File: src/design/nabf_pkg.sv
// ----------------------------------------------------------------------------
// nabf_pkg
// shared widths, types and register indexes of the neighbor area box filter
// ----------------------------------------------------------------------------
package nabf_pkg;

  localparam int unsigned PosW      = 12;
  localparam int unsigned SideW     = 13;
  localparam int unsigned AreaW     = 25;
  localparam int unsigned LimitW    = 8;
  localparam int unsigned CfgIdxW   = 2;
  localparam int unsigned CfgDataW  = 25;
  localparam int unsigned MaxSide   = 4096;
  localparam int unsigned QueueDepth = 2;

  localparam logic [LimitW-1:0] RatioLimitRst = LimitW'(5);
  localparam logic [AreaW-1:0]  MinAreaRst    = AreaW'(30);

  localparam logic [CfgIdxW-1:0] CfgRatioLimit = CfgIdxW'(0);
  localparam logic [CfgIdxW-1:0] CfgMinArea    = CfgIdxW'(1);

  typedef struct packed {
    logic [PosW-1:0]  x;
    logic [PosW-1:0]  y;
    logic [SideW-1:0] w;
    logic [SideW-1:0] h;
  } box_t;

  typedef struct packed {
    box_t             box;
    logic [AreaW-1:0] area;
    logic             last;
  } entry_t;

  typedef struct packed {
    box_t box;
    logic keep;
    logic last_of_item;
  } res_t;

endpackage

File: src/design/nabf_if.sv
// ----------------------------------------------------------------------------
// nabf channel interfaces
// box input, result output and register write channels
// ----------------------------------------------------------------------------
interface nabf_box_if;
  logic                      valid;
  logic                      ready;
  logic [nabf_pkg::PosW-1:0]  box_x;
  logic [nabf_pkg::PosW-1:0]  box_y;
  logic [nabf_pkg::SideW-1:0] box_width;
  logic [nabf_pkg::SideW-1:0] box_height;
  logic                      list_last;

  modport source (output valid, box_x, box_y, box_width, box_height, list_last,
                  input ready);
  modport sink (input valid, box_x, box_y, box_width, box_height, list_last,
                output ready);
endinterface

interface nabf_res_if;
  logic                      valid;
  logic                      ready;
  logic [nabf_pkg::PosW-1:0]  out_x;
  logic [nabf_pkg::PosW-1:0]  out_y;
  logic [nabf_pkg::SideW-1:0] out_width;
  logic [nabf_pkg::SideW-1:0] out_height;
  logic                      keep;
  logic                      last_of_item;

  modport source (output valid, out_x, out_y, out_width, out_height, keep, last_of_item,
                  input ready);
  modport sink (input valid, out_x, out_y, out_width, out_height, keep, last_of_item,
                output ready);
endinterface

interface nabf_cfg_if;
  logic                         valid;
  logic                         ready;
  logic [nabf_pkg::CfgIdxW-1:0]  index;
  logic [nabf_pkg::CfgDataW-1:0] data;

  modport source (output valid, index, data, input ready);
  modport sink (input valid, index, data, output ready);
endinterface

File: src/design/nabf_front.sv
// ----------------------------------------------------------------------------
// nabf_front
// input register: takes a box and registers it with the product of its clamped sides as its area
// ----------------------------------------------------------------------------
module nabf_front (
  input  logic              clk_i,
  input  logic              rst_ni,
  nabf_box_if.sink          box_i,
  output logic              push_o,
  output nabf_pkg::entry_t  entry_o,
  input  logic              full_i
);

  logic             valid_q, valid_d;
  nabf_pkg::entry_t entry_q, entry_d;
  logic [nabf_pkg::SideW-1:0]   w_clamp, h_clamp;
  logic [2*nabf_pkg::SideW-1:0] area_full;
  logic             take;

  localparam logic [nabf_pkg::SideW-1:0] MaxSideC = nabf_pkg::SideW'(nabf_pkg::MaxSide);

  assign push_o      = valid_q && !full_i;
  assign box_i.ready = !valid_q || !full_i;
  assign take        = box_i.valid && box_i.ready;
  assign entry_o     = entry_q;

  always_comb begin
    w_clamp   = (box_i.box_width > MaxSideC) ? MaxSideC : box_i.box_width;
    h_clamp   = (box_i.box_height > MaxSideC) ? MaxSideC : box_i.box_height;
    area_full = (2*nabf_pkg::SideW)'(w_clamp) * (2*nabf_pkg::SideW)'(h_clamp);
    entry_d          = entry_q;
    valid_d          = valid_q;
    if (take) begin
      entry_d.box.x  = box_i.box_x;
      entry_d.box.y  = box_i.box_y;
      entry_d.box.w  = box_i.box_width;
      entry_d.box.h  = box_i.box_height;
      entry_d.area   = area_full[nabf_pkg::AreaW-1:0];
      entry_d.last   = box_i.list_last;
      valid_d        = 1'b1;
    end else if (push_o) begin
      valid_d        = 1'b0;
    end
  end

  always_ff @(posedge clk_i or negedge rst_ni) begin
    if (!rst_ni) begin
      valid_q <= 1'b0;
    end else begin
      valid_q <= valid_d;
    end
  end

  always_ff @(posedge clk_i) begin
    entry_q <= entry_d;
  end

endmodule

File: src/design/nabf_queue.sv
// ----------------------------------------------------------------------------
// nabf_queue
// short fifo between the front register and the decision stage
// ----------------------------------------------------------------------------
module nabf_queue #(
  parameter int unsigned Depth = nabf_pkg::QueueDepth
) (
  input  logic              clk_i,
  input  logic              rst_ni,
  input  logic              push_i,
  input  nabf_pkg::entry_t  entry_i,
  output logic              full_o,
  input  logic              pop_i,
  output logic              valid_o,
  output nabf_pkg::entry_t  head_o
);

  localparam int unsigned PtrW = (Depth > 1) ? $clog2(Depth) : 1;
  localparam int unsigned CntW = $clog2(Depth + 1);
  localparam logic [PtrW-1:0] PtrMax = PtrW'(Depth - 1);
  localparam logic [CntW-1:0] CntMax = CntW'(Depth);

  nabf_pkg::entry_t mem_q [Depth];
  logic [PtrW-1:0] wr_ptr_q, wr_ptr_d, rd_ptr_q, rd_ptr_d;
  logic [CntW-1:0] count_q, count_d;

  assign full_o  = (count_q == CntMax);
  assign valid_o = (count_q != '0);
  assign head_o  = mem_q[rd_ptr_q];

  always_comb begin
    wr_ptr_d = wr_ptr_q;
    rd_ptr_d = rd_ptr_q;
    count_d  = count_q;
    if (push_i) begin
      wr_ptr_d = (wr_ptr_q == PtrMax) ? '0 : wr_ptr_q + PtrW'(1);
    end
    if (pop_i) begin
      rd_ptr_d = (rd_ptr_q == PtrMax) ? '0 : rd_ptr_q + PtrW'(1);
    end
    if (push_i && !pop_i) begin
      count_d = count_q + CntW'(1);
    end else if (pop_i && !push_i) begin
      count_d = count_q - CntW'(1);
    end
  end

  always_ff @(posedge clk_i or negedge rst_ni) begin
    if (!rst_ni) begin
      wr_ptr_q <= '0;
      rd_ptr_q <= '0;
      count_q  <= '0;
    end else begin
      wr_ptr_q <= wr_ptr_d;
      rd_ptr_q <= rd_ptr_d;
      count_q  <= count_d;
    end
  end

  always_ff @(posedge clk_i) begin
    if (push_i) begin
      mem_q[wr_ptr_q] <= entry_i;
    end
  end

`ifndef SYNTHESIS
  a_count_bound: assert property (@(posedge clk_i) disable iff (!rst_ni)
    count_q <= CntMax) else $error("queue count above depth");
  a_no_overflow: assert property (@(posedge clk_i) disable iff (!rst_ni)
    push_i |-> !full_o) else $error("push into full queue");
  a_no_underflow: assert property (@(posedge clk_i) disable iff (!rst_ni)
    pop_i |-> valid_o) else $error("pop from empty queue");
`endif

endmodule

File: src/design/nabf_back.sv
// ----------------------------------------------------------------------------
// nabf_back
// holds one box, decides keep against its neighbors and drives the results
// ----------------------------------------------------------------------------
module nabf_back (
  input  logic              clk_i,
  input  logic              rst_ni,
  nabf_cfg_if.sink          cfg_i,
  input  logic              valid_i,
  input  nabf_pkg::entry_t  head_i,
  output logic              pop_o,
  nabf_res_if.source        res_o
);

  localparam int unsigned ProdW = nabf_pkg::AreaW + nabf_pkg::LimitW;

  logic [nabf_pkg::LimitW-1:0] limit_q;
  logic [nabf_pkg::AreaW-1:0]  min_area_q;

  nabf_pkg::box_t             held_box_q, held_box_d;
  logic [nabf_pkg::AreaW-1:0] held_area_q, held_area_d;
  logic                       held_prev_q, held_prev_d;
  logic                       held_valid_q, held_valid_d;

  nabf_pkg::res_t out_q, out_d, pend_q, pend_d;
  logic           out_valid_q, out_valid_d, pend_valid_q, pend_valid_d;
  logic           out_free, keep_held, new_prev;

  function automatic logic agrees(input logic [nabf_pkg::AreaW-1:0]  own,
                                  input logic [nabf_pkg::AreaW-1:0]  other,
                                  input logic [nabf_pkg::LimitW-1:0] lim,
                                  input logic [nabf_pkg::AreaW-1:0]  min_a);
    logic [ProdW-1:0] lim_own, lim_other;
    lim_own   = ProdW'(lim) * ProdW'(own);
    lim_other = ProdW'(lim) * ProdW'(other);
    return (own != '0) && (other != '0) && (ProdW'(own) < lim_other) &&
           (ProdW'(other) < lim_own) && (own >= min_a);
  endfunction

  // register writes
  assign cfg_i.ready = 1'b1;

  always_ff @(posedge clk_i or negedge rst_ni) begin
    if (!rst_ni) begin
      limit_q    <= nabf_pkg::RatioLimitRst;
      min_area_q <= nabf_pkg::MinAreaRst;
    end else if (cfg_i.valid) begin
      unique case (cfg_i.index)
        nabf_pkg::CfgRatioLimit: limit_q    <= cfg_i.data[nabf_pkg::LimitW-1:0];
        nabf_pkg::CfgMinArea:    min_area_q <= cfg_i.data[nabf_pkg::AreaW-1:0];
        default: ;
      endcase
    end
  end

  // decision
  assign out_free  = !out_valid_q || res_o.ready;
  assign pop_o     = valid_i && out_free && !pend_valid_q;
  assign keep_held = held_prev_q || agrees(held_area_q, head_i.area, limit_q, min_area_q);
  assign new_prev  = agrees(head_i.area, held_area_q, limit_q, min_area_q);

  always_comb begin
    held_box_d   = held_box_q;
    held_area_d  = held_area_q;
    held_prev_d  = held_prev_q;
    held_valid_d = held_valid_q;
    out_d        = out_q;
    pend_d       = pend_q;
    pend_valid_d = pend_valid_q;
    out_valid_d  = out_valid_q && !res_o.ready;
    if (out_free && pend_valid_q) begin
      out_d        = pend_q;
      out_valid_d  = 1'b1;
      pend_valid_d = 1'b0;
    end else if (pop_o) begin
      if (!held_valid_q) begin
        if (head_i.last) begin
          out_d       = '{box: head_i.box, keep: 1'b1, last_of_item: 1'b1};
          out_valid_d = 1'b1;
        end else begin
          held_box_d   = head_i.box;
          held_area_d  = head_i.area;
          held_prev_d  = 1'b0;
          held_valid_d = 1'b1;
        end
      end else begin
        out_d       = '{box: held_box_q, keep: keep_held, last_of_item: !head_i.last};
        out_valid_d = 1'b1;
        if (head_i.last) begin
          pend_d       = '{box: head_i.box, keep: new_prev, last_of_item: 1'b1};
          pend_valid_d = 1'b1;
          held_valid_d = 1'b0;
        end else begin
          held_box_d  = head_i.box;
          held_area_d = head_i.area;
          held_prev_d = new_prev;
        end
      end
    end
  end

  always_ff @(posedge clk_i or negedge rst_ni) begin
    if (!rst_ni) begin
      held_valid_q <= 1'b0;
      held_prev_q  <= 1'b0;
      out_valid_q  <= 1'b0;
      pend_valid_q <= 1'b0;
    end else begin
      held_valid_q <= held_valid_d;
      held_prev_q  <= held_prev_d;
      out_valid_q  <= out_valid_d;
      pend_valid_q <= pend_valid_d;
    end
  end

  always_ff @(posedge clk_i) begin
    held_box_q  <= held_box_d;
    held_area_q <= held_area_d;
    out_q       <= out_d;
    pend_q      <= pend_d;
  end

  assign res_o.valid        = out_valid_q;
  assign res_o.out_x        = out_q.box.x;
  assign res_o.out_y        = out_q.box.y;
  assign res_o.out_width    = out_q.box.w;
  assign res_o.out_height   = out_q.box.h;
  assign res_o.keep         = out_q.keep;
  assign res_o.last_of_item = out_q.last_of_item;

`ifndef SYNTHESIS
  a_pend_needs_out: assert property (@(posedge clk_i) disable iff (!rst_ni)
    pend_valid_q |-> out_valid_q) else $error("second result without first");
  a_pair_split: assert property (@(posedge clk_i) disable iff (!rst_ni)
    (pop_o && held_valid_q && head_i.last) |=>
      (pend_valid_q && out_valid_q && !out_q.last_of_item && !held_valid_q))
    else $error("closing box did not queue two results");
  a_first_held: assert property (@(posedge clk_i) disable iff (!rst_ni)
    (pop_o && !held_valid_q && !head_i.last) |=> (held_valid_q && !held_prev_q))
    else $error("opening box not held");
`endif

endmodule

File: src/design/neighbor_area_box_filter.sv
// ----------------------------------------------------------------------------
// neighbor_area_box_filter
// keeps or drops each box of a list by comparing its area with its neighbors
// ----------------------------------------------------------------------------
// channels: box_i takes one box per item with list_last on the final box,
// res_o returns each box with its keep flag, one box late, and cfg_i writes
// the ratio limit (index 0) and the minimum area (index 1); the user must
// write them only while idle; the block does not enforce it. a box is
// decided when the next box of its list arrives; a closing box yields two
// results, the held box and then itself, with last_of_item set on the
// second. a one-box list returns its box kept.
// path: a box passes the input register and the two-entry queue in front of
// the decision stage, which writes its result into the output register.
// throughput: one box per cycle within a list while results drain; a closing
// box that meets a held box stalls the decision stage while its second
// result moves to the output register.
// reset: nothing held, queue empty, ratio limit 5, minimum area 30.
// a stalled receiver holds the output register; the queue and input register
// fill, then box_i.ready drops until results move again.
// ----------------------------------------------------------------------------
module neighbor_area_box_filter #(
  parameter int unsigned QueueDepth = nabf_pkg::QueueDepth
) (
  input  logic       clk_i,
  input  logic       rst_ni,
  nabf_box_if.sink   box_i,
  nabf_cfg_if.sink   cfg_i,
  nabf_res_if.source res_o
);

  logic             push, full, pop, head_valid;
  nabf_pkg::entry_t entry, head;

  nabf_front u_front (
    .clk_i   (clk_i),
    .rst_ni  (rst_ni),
    .box_i   (box_i),
    .push_o  (push),
    .entry_o (entry),
    .full_i  (full)
  );

  nabf_queue #(
    .Depth (QueueDepth)
  ) u_queue (
    .clk_i   (clk_i),
    .rst_ni  (rst_ni),
    .push_i  (push),
    .entry_i (entry),
    .full_o  (full),
    .pop_i   (pop),
    .valid_o (head_valid),
    .head_o  (head)
  );

  nabf_back u_back (
    .clk_i   (clk_i),
    .rst_ni  (rst_ni),
    .cfg_i   (cfg_i),
    .valid_i (head_valid),
    .head_i  (head),
    .pop_o   (pop),
    .res_o   (res_o)
  );

endmodule

File: src/flat_wrapper.sv
// flat-port wrapper written by rule: the top's interface ports become plain ports
module neighbor_area_box_filter_flat 
#(
  parameter int unsigned QueueDepth = nabf_pkg::QueueDepth
)
  (clk_i, rst_ni, box_i_valid, box_i_box_x, box_i_box_y, box_i_box_width, box_i_box_height, box_i_list_last, box_i_ready, cfg_i_valid, cfg_i_index, cfg_i_data, cfg_i_ready, res_o_valid, res_o_out_x, res_o_out_y, res_o_out_width, res_o_out_height, res_o_keep, res_o_last_of_item, res_o_ready);
  nabf_box_if box_i_i ();
  nabf_cfg_if cfg_i_i ();
  nabf_res_if res_o_i ();
  input  logic clk_i;
  input  logic rst_ni;
  input wire logic [$bits(box_i_i.valid)-1:0] box_i_valid;
  input wire logic [$bits(box_i_i.box_x)-1:0] box_i_box_x;
  input wire logic [$bits(box_i_i.box_y)-1:0] box_i_box_y;
  input wire logic [$bits(box_i_i.box_width)-1:0] box_i_box_width;
  input wire logic [$bits(box_i_i.box_height)-1:0] box_i_box_height;
  input wire logic [$bits(box_i_i.list_last)-1:0] box_i_list_last;
  output wire logic [$bits(box_i_i.ready)-1:0] box_i_ready;
  input wire logic [$bits(cfg_i_i.valid)-1:0] cfg_i_valid;
  input wire logic [$bits(cfg_i_i.index)-1:0] cfg_i_index;
  input wire logic [$bits(cfg_i_i.data)-1:0] cfg_i_data;
  output wire logic [$bits(cfg_i_i.ready)-1:0] cfg_i_ready;
  output wire logic [$bits(res_o_i.valid)-1:0] res_o_valid;
  output wire logic [$bits(res_o_i.out_x)-1:0] res_o_out_x;
  output wire logic [$bits(res_o_i.out_y)-1:0] res_o_out_y;
  output wire logic [$bits(res_o_i.out_width)-1:0] res_o_out_width;
  output wire logic [$bits(res_o_i.out_height)-1:0] res_o_out_height;
  output wire logic [$bits(res_o_i.keep)-1:0] res_o_keep;
  output wire logic [$bits(res_o_i.last_of_item)-1:0] res_o_last_of_item;
  input wire logic [$bits(res_o_i.ready)-1:0] res_o_ready;
  assign box_i_i.valid = box_i_valid;
  assign box_i_i.box_x = box_i_box_x;
  assign box_i_i.box_y = box_i_box_y;
  assign box_i_i.box_width = box_i_box_width;
  assign box_i_i.box_height = box_i_box_height;
  assign box_i_i.list_last = box_i_list_last;
  assign box_i_ready = box_i_i.ready;
  assign cfg_i_i.valid = cfg_i_valid;
  assign cfg_i_i.index = cfg_i_index;
  assign cfg_i_i.data = cfg_i_data;
  assign cfg_i_ready = cfg_i_i.ready;
  assign res_o_valid = res_o_i.valid;
  assign res_o_out_x = res_o_i.out_x;
  assign res_o_out_y = res_o_i.out_y;
  assign res_o_out_width = res_o_i.out_width;
  assign res_o_out_height = res_o_i.out_height;
  assign res_o_keep = res_o_i.keep;
  assign res_o_last_of_item = res_o_i.last_of_item;
  assign res_o_i.ready = res_o_ready;
  neighbor_area_box_filter #(.QueueDepth(QueueDepth)) u_core (.clk_i(clk_i), .rst_ni(rst_ni), .box_i(box_i_i), .cfg_i(cfg_i_i), .res_o(res_o_i));
endmodule
File: config.mk
export PLATFORM = sky130hd
export DESIGN_NAME = neighbor_area_box_filter_flat
export DESIGN_NICKNAME = d
export VERILOG_FILES = /design/src/design/nabf_pkg.sv /design/src/design/nabf_if.sv /design/src/design/nabf_front.sv /design/src/design/nabf_queue.sv /design/src/design/nabf_back.sv /design/src/design/neighbor_area_box_filter.sv /design/src/flat_wrapper.sv
export SDC_FILE = /design/constraint.sdc
export NUM_CORES = 2
export LEC_CHECK = 0
export BUFFER_PORTS_ARGS = -buffer_cell sky130_fd_sc_hd__buf_2
export CAP_MARGIN = 20
export CORE_ASPECT_RATIO = 1.1
export CORE_UTILIZATION = 60
export CTS_CLUSTER_DIAMETER = 60
export CTS_CLUSTER_SIZE = 14
export DETAILED_ROUTE_END_ITERATION = 10
export PLACE_DENSITY = 0.75
export SLEW_MARGIN = 20
export SYNTH_ARGS = -nofsm -noshare
export SYNTH_HDL_FRONTEND = slang
export SYNTH_HIERARCHICAL = 1
export SYNTH_SLANG_ARGS = --single-unit
File: constraint.sdc
create_clock -name clk_i -period 8.3 [get_ports clk_i]
set_input_delay 0.83 -clock clk_i [delete_from_list [all_inputs] [get_ports clk_i]]
set_output_delay 0.83 -clock clk_i [all_outputs]
set_load 0.05 [all_outputs]
---- After elaboration in Yosys (flattened, before gate mapping) ----
Memory sizes are Yosys's and may differ from the RTL's.
Cells that the tools add are included.
storage, ports and cells
  output and inout bits ................... 55
  bits in registers ....................... 296
  bits in writable memories ............... 152
  memories kept ........................... 1
memories
  memory                words  width  rd ports  clocked after Yosys merged registers in  write ports  RTL line          text
  u_core.u_queue.mem_q  2      76     1         0                                        1            nabf_queue.sv:23  nabf_pkg::entry_t mem_q [Depth];
operators by class
  reductions and logical operators ........ 43
  order comparisons ....................... 6
  add/sub/neg operators ................... 4
  bitwise operators ....................... 2
  multiplexer cells ....................... 26
  multiply operators ...................... 3
  eq/ne operators ......................... 2
operators with widths
  cell                    number
  $mux W52                4
  $lt A25 B33 Y1          2
  $mul A8 B25 Y33         2
  $ge A25 B25 Y1          2
  $reduce_bool A25 Y1     2
  $gt A13 B13 Y1 const B  2
  $mux W13                2
  $mul A13 B13 Y25        1
  $mux W1                 18
  $logic_and A1 B1 Y1     15
  $reduce_bool A2 Y1      6
  $logic_not A1 Y1        8
  $reduce_and A2 Y1       4
  $reduce_and A3 Y1       2
  $mux W2                 2
  $reduce_and A4 Y1       1
  $logic_or A1 B1 Y1      3
  $reduce_bool A3 Y1      1
  $add A1 B1 Y1 const B   2
  $add A2 B1 Y2 const B   1
  $eq A2 B1 Y1 const B    1
  $eq A2 B2 Y1 const B    1
  $logic_not A2 Y1        1
  $not A1 Y1              2
  $sub A2 B1 Y2 const B   1

---- Depth between registers and ports, before layout ----
An unclocked memory read counts as a cell.
  depth after elaboration ................. 10
  depth in mapped cells ................... 30

---- Modules after synthesis ----
Netlist, hierarchy kept.
by module, submodules not included
  module      times used  sequential area each (um^2)  area an instance (um^2)  cells an instance
  nabf_back   1           6278.5                       22686.8                  2223
  nabf_front  1           2307.2                       7921.3                   787
  nabf_queue  1           4664.5                       5809.3                   253

---- Worst setup path before layout ----
Ideal clock, no wire load.
  path kind ............................... reg-to-reg
  start point ............................. reg u_core/u_back/limit_q[7] in the netlist's numbering
  end point ............................... reg u_core.u_back.out_q, in the netlist u_core/u_back/res_o.keep, data pin
  setup slack ............................. 1341 ps
  data arrival time ....................... 6703 ps
  stages on the path, launching flop included .. 29
  library setup time ...................... 256 ps
  cell sequence ........................... dfrtp_1 -> clkbuf_1 -> nand2_1 -> fa_1 -> fa_1 -> inv_1 -> fa_1 -> inv_1 -> fa_1 -> inv_1 -> ha_1 -> a21o_1 -> a221oi_1 -> o31ai_1 -> a21oi_1 -> o21bai_1 -> a21oi_1 -> o21ai_0 -> a21o_1 -> xnor2_1 -> ha_1 -> nand4_1 -> or4_1 -> a21oi_1 -> a211oi_1 -> nor2_1 -> nand4_1 -> or4_4 -> a41o_1
RTL lines
  what                    RTL line          text
  from (decl)             nabf_back.sv:17   logic [nabf_pkg::LimitW-1:0] limit_q;
  from (signal assigned)  nabf_back.sv:45   limit_q <= nabf_pkg::RatioLimitRst;
  from (signal assigned)  nabf_back.sv:49   nabf_pkg::CfgRatioLimit: limit_q <= cfg_i.data[nabf_pkg::LimitW-1:0];
  to (signal assigned)    nabf_back.sv:119  out_q <= out_d;
  to (decl)               nabf_back.sv:25   nabf_pkg::res_t out_q, out_d, pend_q, pend_d;

==> impl_metrics.prom <==
# TYPE chip_impl_metric gauge
chip_impl_metric{name="max-clock-path-buffers",unit=""} 3
chip_impl_info{name="synthMostInstantiatedCell",value="inv_1"} 1
chip_impl_metric{name="grt_pass1_vias",unit=""} 26600
chip_impl_metric{name="filler_cell_count",unit=""} 4541
chip_impl_metric{name="dieArea",unit="um^2"} 61700
chip_impl_metric{name="floorplan.die.width",unit="um"} 237
chip_impl_metric{name="initial_utilization",unit=""} 0.608
chip_impl_info{name="worst-setup-path-type",value="reg -> reg"} 1
chip_impl_metric{name="finalHoldViolCount",unit=""} 0
chip_impl_metric{name="achievable-frequency",unit="MHz"} 126
chip_impl_metric{name="critical_path_required",unit="ps"} 8630
chip_impl_metric{name="finalSetupViolations",unit=""} 0
chip_impl_info{name="run_status",value="completed"} 1
chip_impl_info{name="cp_common_cell",value="fa_1"} 1
chip_impl_metric{name="nets",unit=""} 4130
chip_impl_info{name="cp_slowest_cell",value="dfrtp_1"} 1
chip_impl_metric{name="clock_sinks",unit=""} 448
chip_impl_metric{name="globalRoute.totalOverflow",unit=""} 0
chip_impl_info{name="r2r_end",value="u_core/u_back/res_o.keep$_DFFE_PP_"} 1
chip_impl_metric{name="timing.final.max_slew_violations",unit=""} 0
chip_impl_info{name="timing.critical_path.from",value="u_core/u_back/limit_q[3]$_DFFE_PN0P_"} 1
chip_impl_metric{name="reg2reg_setup_slack",unit="ps"} 340
chip_impl_metric{name="drt-pass1-iter-count",unit=""} 5
chip_impl_metric{name="synth_cell_types",unit=""} 82
chip_impl_metric{name="syn_avg_cell_area",unit="um^2"} 11.2
chip_impl_metric{name="maximum_number_of_pins_on_one_net_before_global_route_repair",unit=""} 101
chip_impl_info{name="clock-root-buffer",value="clkbuf_16"} 1
chip_impl_metric{name="mappedNetlistArea",unit="um^2"} 36400
chip_impl_metric{name="ys_ff_latch",unit=""} 448
chip_impl_metric{name="timing.critical_path.fanout_max",unit=""} 18
chip_impl_info{name="postSynth.topFlopCell",value="edfxtp_1"} 1
chip_impl_metric{name="die_height",unit="um"} 260
chip_impl_metric{name="area_growth_syn_to_layout",unit="%"} 8.08
chip_impl_metric{name="synth-edff-count",unit=""} 406
chip_impl_metric{name="grt_pass1_wl",unit="um"} 146000
chip_impl_metric{name="async_flop_share",unit=""} 0.0938
chip_impl_metric{name="r2r.worst_path.cells",unit=""} 26
chip_impl_metric{name="finish.utilization",unit=""} 0.657
chip_impl_info{name="rr_startpoint",value="u_core/u_back/limit_q[3]$_DFFE_PN0P_"} 1
chip_impl_metric{name="setup-tns-final",unit="ps"} 0
chip_impl_metric{name="min_period_over_period",unit=""} 0.959
chip_impl_metric{name="synth_warnings",unit=""} 6
chip_impl_info{name="crit_end",value="u_core/u_back/res_o.keep$_DFFE_PP_"} 1
chip_impl_metric{name="wire_per_inst",unit="um"} 22.2
chip_impl_metric{name="synth_seq_area_share",unit=""} 0.364
chip_impl_metric{name="clock_latency",unit="ps"} 580
chip_impl_info{name="grt_setup_unrepaired",value="no"} 1
chip_impl_metric{name="fin_worst_hold_slack",unit="ps"} 298
chip_impl_metric{name="syn_nets",unit=""} 4015
chip_impl_metric{name="via_per_inst",unit=""} 5.87
chip_impl_metric{name="post_cts_resized",unit=""} 0
chip_impl_metric{name="antenna_violating_nets_post_route",unit=""} 0
chip_impl_metric{name="slew_headroom",unit=""} 0.304
chip_impl_metric{name="period_minus_slack",unit="ps"} 7960
chip_impl_metric{name="rows",unit=""} 94
chip_impl_metric{name="worst_ep_arrival_time",unit="ps"} 8280
chip_impl_info{name="worst_hold_path_type",value="in -> async"} 1
chip_impl_metric{name="synth.top_cell.area_share",unit=""} 0.335
chip_impl_metric{name="drt_first_iter_violations",unit=""} 1660
chip_impl_info{name="timing.critical_path.from_type",value="flop"} 1
chip_impl_metric{name="multi_input_gate_area_in_the_final_layout",unit="um^2"} 20800
chip_impl_metric{name="drcViolationCount",unit=""} 0
chip_impl_metric{name="cts_setup_buffers",unit=""} 0
chip_impl_metric{name="grt_usage",unit=""} 0.310
chip_impl_metric{name="wl",unit="um"} 92800
chip_impl_metric{name="clock_tree.htree_level_count",unit=""} 2
chip_impl_metric{name="timing_worst_slew_pin_value",unit="ps"} 1040
chip_impl_metric{name="detailedPlacementHpwl",unit="um"} 69900
chip_impl_metric{name="clk_pin_slew",unit="ps"} 60
chip_impl_info{name="synth.top_cells.by_area",value="edfxtp_1 33%, fa_1 22%, ha_1 9.4%, inv_1 5.2%, and2_1 4.9%"} 1
chip_impl_metric{name="max_stage_delay",unit="ps"} 800
chip_impl_metric{name="clock_skew",unit="ps"} 21.4
chip_impl_metric{name="port_buffers",unit=""} 136
chip_impl_metric{name="flip_flop_and_latch_area",unit="um^2"} 13300
chip_impl_metric{name="cap_violations",unit=""} 0
chip_impl_info{name="synth_common_cells",value="504 x inv_1, 406 x edfxtp_1, 396 x fa_1, 345 x nand2_1, 285 x and2_1"} 1
chip_impl_metric{name="gpl_congestion",unit=""} 1.01
chip_impl_metric{name="post_cts_hold_buffer_count",unit=""} 0
chip_impl_metric{name="cts_buffer_count",unit=""} 43
chip_impl_metric{name="vias",unit=""} 24500
chip_impl_info{name="cts_tree",value="done"} 1
chip_impl_info{name="yosys.area.top_type",value="edfxtp_1"} 1
chip_impl_metric{name="coreArea",unit="um^2"} 59900
chip_impl_metric{name="antenna_found_initial",unit=""} 8
chip_impl_metric{name="boundaryPins",unit=""} 138
chip_impl_metric{name="synth_cells",unit=""} 3263
chip_impl_metric{name="layout-drive-gt1-share",unit=""} 0.113
chip_impl_info{name="endpoint_kind",value="flop"} 1
==> area by class of cell <==
class                   instances  share of cell area
clock inverters                15             0.00534
repair buffers                181              0.0271
well taps                     768              0.0244
diodes                          3            0.000191
flip-flops and latches        448               0.337
clock buffers                  58              0.0288
inverters                     507              0.0484
multi-input cells            2197               0.529
==> metal layers <==
layer	global-route usage	vias to the layer above	wire, um
li1	-	11000	-
met1	0.375	12400	35600
met2	0.550	884	46800
met3	0.0353	255	5160
met4	0.157	6	5140
met5	0	-	37
==> registers in the layout, summed over array words and instances (netlist names) <==
name,count
u_core/u_back/pend_q,51
u_core/u_back/held_box_q,50
u_core/u_back/res_o.keep,1
u_core/u_back/held_area_q,25
u_core/u_back/held_prev_q,1
u_core/u_back/res_o.out_height,13
u_core/u_queue/rd_ptr_q,1
u_core/u_back/res_o.out_width,13
u_core/u_back/min_area_q,25
u_core/u_queue/mem_q,152
u_core/u_back/res_o.out_x,12
u_core/u_back/res_o.out_y,12
u_core/u_back/held_valid_q,1
u_core/u_back/res_o.last_of_item,1
u_core/u_back/pend_valid_q,1
u_core/u_back/limit_q,8
u_core/u_back/res_o.valid,1
u_core/u_queue/wr_ptr_q,1
u_core/u_front/valid_q,1
u_core/u_queue/count_q,2
u_core/u_front/entry_o,76
==> worst min-delay path by stage <==
| stage | to |
|---|---|
| floorplan | u_core/u_queue/mem_q[0][0]$_DFFE_PP_ |
| global placement | u_core/u_queue/mem_q[0][63]$_DFFE_PP_ |
| detailed placement | u_core/u_queue/mem_q[0][74]$_DFFE_PP_ |
| CTS | u_core/u_back/min_area_q[19]$_DFFE_PN0P_ |
| global route | u_core/u_back/min_area_q[19]$_DFFE_PN0P_ |
| finish | u_core/u_back/held_prev_q$_DFFE_PN0P_ |
==> stage by stage <==
stage               setup WS, ps  instance area [um^2]  instances
floorplan                   1340                 36400       3263
global placement             620                 38000       4101
detailed placement           403                 38000       4101
CTS                          375                 39300       4174
global route                15.8                 39400       4176
finish                       344                 39400       4177
==> worst max-delay path, delay by kind of cell, from the launching register on <==
family / cells / cell delay [ps]
xor gates and xnor gates: 1 / 160
DFF: 1 / 800
AOI/OAI and AO/OA: 9 / 1960
adders and majority gates: 6 / 2640
buffers and inverters: 3 / 450
and+or+nand+nor: 7 / 1650
==> cell families (layout without fill, tap and decap cells) <==
| kind of cell | Yosys count | in the layout | share of synthesized area |
|---|---|---|---|
| adders and majority gates | 669 | 669 | 0.311 |
| muxes | 160 | 160 | 0.0508 |
| AOI/OAI and AO/OA | 359 | 359 | 0.0624 |
| buffers and inverters | 618 | 761 | 0.0653 |
| xor gates and xnor gates | 81 | 81 | 0.0195 |
| DFF | 448 | 448 | 0.364 |
| other | 1 | 4 | 0.000103 |
| and+or+nand+nor | 927 | 927 | 0.127 |
==> cell usage in the layout (no fill, tap or decap), types with 5 or more instances in the layout <==
cell,n
inv_1,504
edfxtp_1,406
fa_1,396
nand2_1,345
and2_1,282
ha_1,273
buf_2,136
nor2_1,129
o21ai_0,102
a21oi_1,99
mux2_2,79
mux2i_1,51
xnor2_1,47
a21o_1,44
clkbuf_16,43
nor2b_1,43
buf_4,41
xor2_1,34
dfrtp_1,34
mux2_4,30
nand3_1,26
nand4_1,24
clkbuf_1,15
nor3_1,15
a31oi_1,14
nor4_1,12
o21a_1,11
and3_1,10
o211ai_1,10
a211oi_1,10
nand2b_1,6
o31ai_1,6
a41oi_1,6
o22ai_1,5
or3_1,5
o21bai_1,5
dfstp_2,5
Power is left out: the tool's default activity adds up to more than one toggle a clock period on the data nets, which glitch-free logic cannot reach.
